File: config.mk
export PLATFORM = sky130hd
export DESIGN_NAME = obin_cell
export DESIGN_NICKNAME = d
export VERILOG_FILES = /design/src/rtl/obin_pkg.sv /design/src/rtl/obin_cell.sv
export SDC_FILE = /design/constraint.sdc
export NUM_CORES = 1
export LEC_CHECK = 0
export BUFFER_PORTS_ARGS = -buffer_cell sky130_fd_sc_hd__buf_2
export CELL_PAD_IN_SITES_DETAIL_PLACEMENT = 0
export CELL_PAD_IN_SITES_GLOBAL_PLACEMENT = 2
export CORE_AREA = 2 2 241 243
export DETAILED_ROUTE_END_ITERATION = 7
export DIE_AREA = 0 0 243 245
export HOLD_SLACK_MARGIN = 0.08
export PLACE_DENSITY = 0.8
export SYNTH_ARGS = -nofsm -noshare
export SYNTH_HDL_FRONTEND = slang
export SYNTH_SLANG_ARGS = --single-unit
File: constraint.sdc
create_clock -name clk_i -period 1 [get_ports clk_i]
set_clock_uncertainty 0.1 [all_clocks]
set_input_delay 0.15 -clock clk_i [delete_from_list [all_inputs] [get_ports clk_i]]
set_output_delay 0.15 -clock clk_i [all_outputs]
set_load 0.02 [all_outputs]
File: src/rtl/obin_pkg.sv
// shared types and constants for the octree point binning block
package obin_pkg;

  // fixed field widths
  localparam int CoordW   = 32;
  localparam int SlotW    = 9;
  localparam int CountW   = 32;
  localparam int DepthW   = 2;
  localparam int CfgIdxW  = 3;
  localparam int CfgDataW = 32;

  // default number of descent levels in the cell chain
  localparam int MaxDepthDef = 3;

  // number of counter entries
  localparam int CellStore = 1 << SlotW;

  // configuration register indexes
  localparam logic [CfgIdxW-1:0] RegMinX  = 3'd0;
  localparam logic [CfgIdxW-1:0] RegMaxX  = 3'd1;
  localparam logic [CfgIdxW-1:0] RegMinY  = 3'd2;
  localparam logic [CfgIdxW-1:0] RegMaxY  = 3'd3;
  localparam logic [CfgIdxW-1:0] RegMinZ  = 3'd4;
  localparam logic [CfgIdxW-1:0] RegMaxZ  = 3'd5;
  localparam logic [CfgIdxW-1:0] RegDepth = 3'd6;

  // configuration reset values
  localparam logic signed [CoordW-1:0] CoordLowest  = 32'sh8000_0000;
  localparam logic signed [CoordW-1:0] CoordHighest = 32'sh7fff_ffff;
  localparam logic [DepthW-1:0]        DepthReset   = 2'd1;

  // input beat
  typedef struct packed {
    logic signed [CoordW-1:0] point_x;
    logic signed [CoordW-1:0] point_y;
    logic signed [CoordW-1:0] point_z;
  } in_t;

  // output beat
  typedef struct packed {
    logic [SlotW-1:0]  cell_slot;
    logic [CountW-1:0] cell_count;
    logic              first_in_cell;
  } out_t;

  // point and box travelling down the cell chain
  typedef struct packed {
    in_t                      pt;
    logic signed [CoordW-1:0] min_x;
    logic signed [CoordW-1:0] max_x;
    logic signed [CoordW-1:0] min_y;
    logic signed [CoordW-1:0] max_y;
    logic signed [CoordW-1:0] min_z;
    logic signed [CoordW-1:0] max_z;
    logic [DepthW-1:0]        depth;
    logic [SlotW-1:0]         slot;
  } desc_t;

endpackage

File: src/rtl/obin_cell.sv
// one octree level: midpoint compare, box narrowing and slot append
module obin_cell import obin_pkg::*; #(
  parameter int LEVEL = 0
) (
  input  logic  clk_i,
  input  logic  rst_ni,
  input  logic  adv_i,
  input  logic  valid_i,
  input  desc_t desc_i,
  output logic  valid_o,
  output desc_t desc_o
);

  logic  valid_q;
  desc_t desc_q, desc_d;
  logic  active;
  logic  ge_x, ge_y, ge_z;
  logic signed [CoordW-1:0] mid_x, mid_y, mid_z;

  // floor of the mean, exact through a 33-bit sum
  function automatic logic signed [CoordW-1:0] mid_f(input logic signed [CoordW-1:0] a,
                                                      input logic signed [CoordW-1:0] b);
    logic signed [CoordW:0] s;
    s = {a[CoordW-1], a} + {b[CoordW-1], b};
    return s[CoordW:1];
  endfunction

  // this level only acts when the point descends this far
  assign active = ({1'b0, desc_i.depth} > 3'(LEVEL));

  assign mid_x = mid_f(desc_i.min_x, desc_i.max_x);
  assign mid_y = mid_f(desc_i.min_y, desc_i.max_y);
  assign mid_z = mid_f(desc_i.min_z, desc_i.max_z);

  assign ge_x = (desc_i.pt.point_x >= mid_x);
  assign ge_y = (desc_i.pt.point_y >= mid_y);
  assign ge_z = (desc_i.pt.point_z >= mid_z);

  // narrow the box to the octant and append its code
  always_comb begin
    desc_d = desc_i;
    if (active) begin
      if (ge_x) desc_d.min_x = mid_x; else desc_d.max_x = mid_x;
      if (ge_y) desc_d.min_y = mid_y; else desc_d.max_y = mid_y;
      if (ge_z) desc_d.min_z = mid_z; else desc_d.max_z = mid_z;
      desc_d.slot = {desc_i.slot[SlotW-4:0], ge_z, ge_y, ge_x};
    end
  end

  // stage valid
  always_ff @(posedge clk_i or negedge rst_ni) begin
    if (!rst_ni) begin
      valid_q <= 1'b0;
    end else if (adv_i) begin
      valid_q <= valid_i;
    end
  end

  // stage payload
  always_ff @(posedge clk_i) begin
    if (adv_i) begin
      desc_q <= desc_d;
    end
  end

  assign valid_o = valid_q;
  assign desc_o  = desc_q;

endmodule

==> results.md <==
* Outcome: finished with violations
* Failing checks: hold timing, setup timing
* Fmax at 219 MHz
* GR Util All Layers at 26.3%
* Final min period at 4.57 ns
* Clock sink total at 300
* Psw at 19.0 mW
* RSZ-0062 raised after global routing: yes
* Max cap viols at 0
* Normalized max-slew margin at 58.2%
* Hold violation total from the final report at 1
* Crit path launch type: input pin
* Logic pwr share at 46.7%
* Slowest stage delay, CP at 0.36 ns
* Pwr Density at 1660 nW/um2
* Synth-to-Final Area Change at 88.5%
* Htree depth at 2
* Worst hold path class: in2reg
* Clock transition at path regs at 0.06 ns
* Slowest cell on the critical path: fa_2
* Clk root buf: clkbuf_16
* Largest net degree at the start of global routing at 21
* CTS buffer count at 36
* Remaining Overflow, GRT at 0
* Period utilisation layout at 457%
* CP Class: in2reg
* Initial antenna violation count at 8
* Gr busiest metal: met2
* Mapped Cells at 1542
* Reg area at 9000 um2
* Worst Slack Setup Final at -3.57 ns
* Sw frac at 32.8%
* IO Port Bufs at 602
* Via count at 19000
* Hold_ws at -0.0221 ns
* Routed wire per std cell at 21.6 um
* Slew Limit Fails at 0
* Data arrival, critical path at 4.77 ns
* Clock group share of total power at 23.6%
* Worst-margin pin slew at 0.625 ns
* Final nets at 3525
* Synth Net Count at 2037
* Critical Path Sink Type: flop
* Vias per cell at 4.95
* Most used cell, CP: buf_4
* Synth Flop Type: edfxtp_1
* Pleak at 16.1 nW
* First-pass GRT wire length at 118000 um
* Total negative slack at -774.23 ns
* Synth warn at 0
* Core Area at 57000 um2
* Share of layout cells above drive strength 1 at 52.5%
* Place WS at -4.39 ns
* Post-Syn Area at 18500 um2
* CTS tree: yes
* EDFF count, synth at 299
* Fill cell count at 4449
* Detailed Route WL at 82500 um
* Multi-input gate area at 10900 um2
* CP max FO at 7
* Yosys cell types at 71
* Longest Clk Path Bufs at 3
* Share of power burned in registers at 29.7%
* M3 GR Usage at 5.73%
* Fraction of registers with async set/reset at 0.333%
* Met2 usage at 47.1%
* Final setup viols at 502
* Sequential fraction of the synthesis area at 48.5%
* ANT nets after route at 0
* Hpwl dp at 59000 um
* Router iterations before antenna repair at 5
* Fin util at 61.3%
* Placed cells at 3370
* Req. time, crit path at 1.19 ns
* IO Pins at 603
* Die width at 243 um
* Mapped Avg Cell Area at 12.0 um2
* GPL Wtd Cong at 0.955
* Clk_lat worst skew at 0.55 ns
* Worst IR drop on VDD at 1.70 mV
* DR DRC count at 0
* Initial drt markers at 1014
* Vias in the first global route at 20100
* Die Y at 245 um
* Met1 usage at 30.1%
* Synth Register Bits at 300
* FP Rows at 88
* Die ar. at 59500 um2
* Initial Utilization at 32.5%
* Int Pwr at 38.9 mW
* Final cell count without fillers at 3828
==> timing repair <==
action | CTS | global route
gates resized for setup | 396 | 380
buffers inserted | 60 | 22
hold buffers | 302 | 3
cloned | 15 | 1
endpoints found under the setup margin | 497 | 519
pin swaps | 69 | 51
endpoints found under the hold margin | 317 | 6
==> cell families after synthesis <==
| kind of cell | count (synthesis) | synth area share [%] |
|---|---|---|
| simple gates | 285 | 7.41 |
| fa+ha+maj | 192 | 13.1 |
| mux | 205 | 12.4 |
| buf+inv | 145 | 3.20 |
| compound gates | 334 | 11.6 |
| flops | 300 | 48.5 |
| xor+xnor | 81 | 3.82 |
==> worst max-delay path: cells and delay by family <==
kind	cells	cell delay, ns
AOI/OAI and AO/OA	9	2.04
buffers and inverters	6	0.74
muxes	2	0.50
xor gates and xnor gates	1	0.11
adders and majority gates	2	0.64
and+or+nand+nor	5	0.57
==> synth_stat cells (25+ instances only) <==
master    count  area [um2]
inv_1       118         443
nand4_1      27         169
xnor2_1      49         429
a21o_1       51         383
nand2_1      77         289
xor2_1       32         280
nor2_1       73         274
nand3_1      25         125
edfxtp_1    299        8980
ha_1        189        2360
o21ai_0      62         310
mux2_2      190        2140
a21oi_1     108         541
==> power by group through the flow <==
stage	Clock [mW]	Sequential [mW]	Combinational [mW]
after floorplan	0	19.3	9.05
after global placement	0	17.0	20.0
after detailed placement	0	17.0	20.3
after CTS	13.9	17.0	25.6
after global routing	14.3	17.3	28.6
final	13.7	17.2	27.1
==> cell usage in the layout (no fill, tap or decap), drive strengths merged, types with 11 or more instances in the layout <==
cell type,instances
nand3,25
buf,1173
nor3,21
o21a,15
edfxtp,299
xnor2,49
nand4,27
o21ai,62
dlygate4sd3,303
o211ai,12
ha,189
a21o,51
mux2,192
clkbuf,42
mux2i,13
nor2b,11
nand2,77
nor2,73
xor2,32
a21oi,109
inv,121
clkinv,11
a211oi,19
==> worst paths after layout <==
check	start	to	slack [ns]	cells past startpoint
max	desc_i[75]	desc_o[133]$_DFFE_PP_	-3.57	25
min	desc_i[78]	desc_o[78]$_DFFE_PP_	-0.02	3
max reg2reg	valid_o$_DFFE_PN0P_	valid_o$_DFFE_PN0P_	0.13	1
min reg2reg	valid_o$_DFFE_PN0P_	valid_o$_DFFE_PN0P_	0.45	1
max in group asynchronous	rst_ni	valid_o$_DFFE_PN0P_	0.32	3
min in group asynchronous	rst_ni	valid_o$_DFFE_PN0P_	0.37	3
==> final cells by class <==
type / instances / area share (%)
multi-input combinational: 1097 / 31.1
tap: 765 / 2.74
clock inverter: 23 / 0.748
timing repair buffer: 1477 / 35.7
clock buffer: 41 / 2.69
inverter: 118 / 1.27
sequential: 300 / 25.7
antenna: 7 / 0.0501
==> routing by layer <==
metal,vias to the layer above,share of wire [%]
li1,8847,-
met1,9211,38
met2,731,51
met3,157,6.7
met4,6,3.7
met5,-,0.050
==> sequential cells by signal (all words and copies together) (netlist names) <==
signal	count
valid_o	1
desc_o	299
==> per-stage QoR <==
step | cell area, um2 | power (mW) | hold WS [ns]
after floorplan | 19400 | 28.4 | -0.246
after global placement | 27000 | 37.1 | -0.175
after detailed placement | 27000 | 37.3 | -0.174
after CTS | 33700 | 56.5 | -0.0516
after global routing | 35000 | 60.3 | -0.0272
final | 35000 | 58.0 | -0.0221
Note: power is estimated with default switching activity, not from simulation.
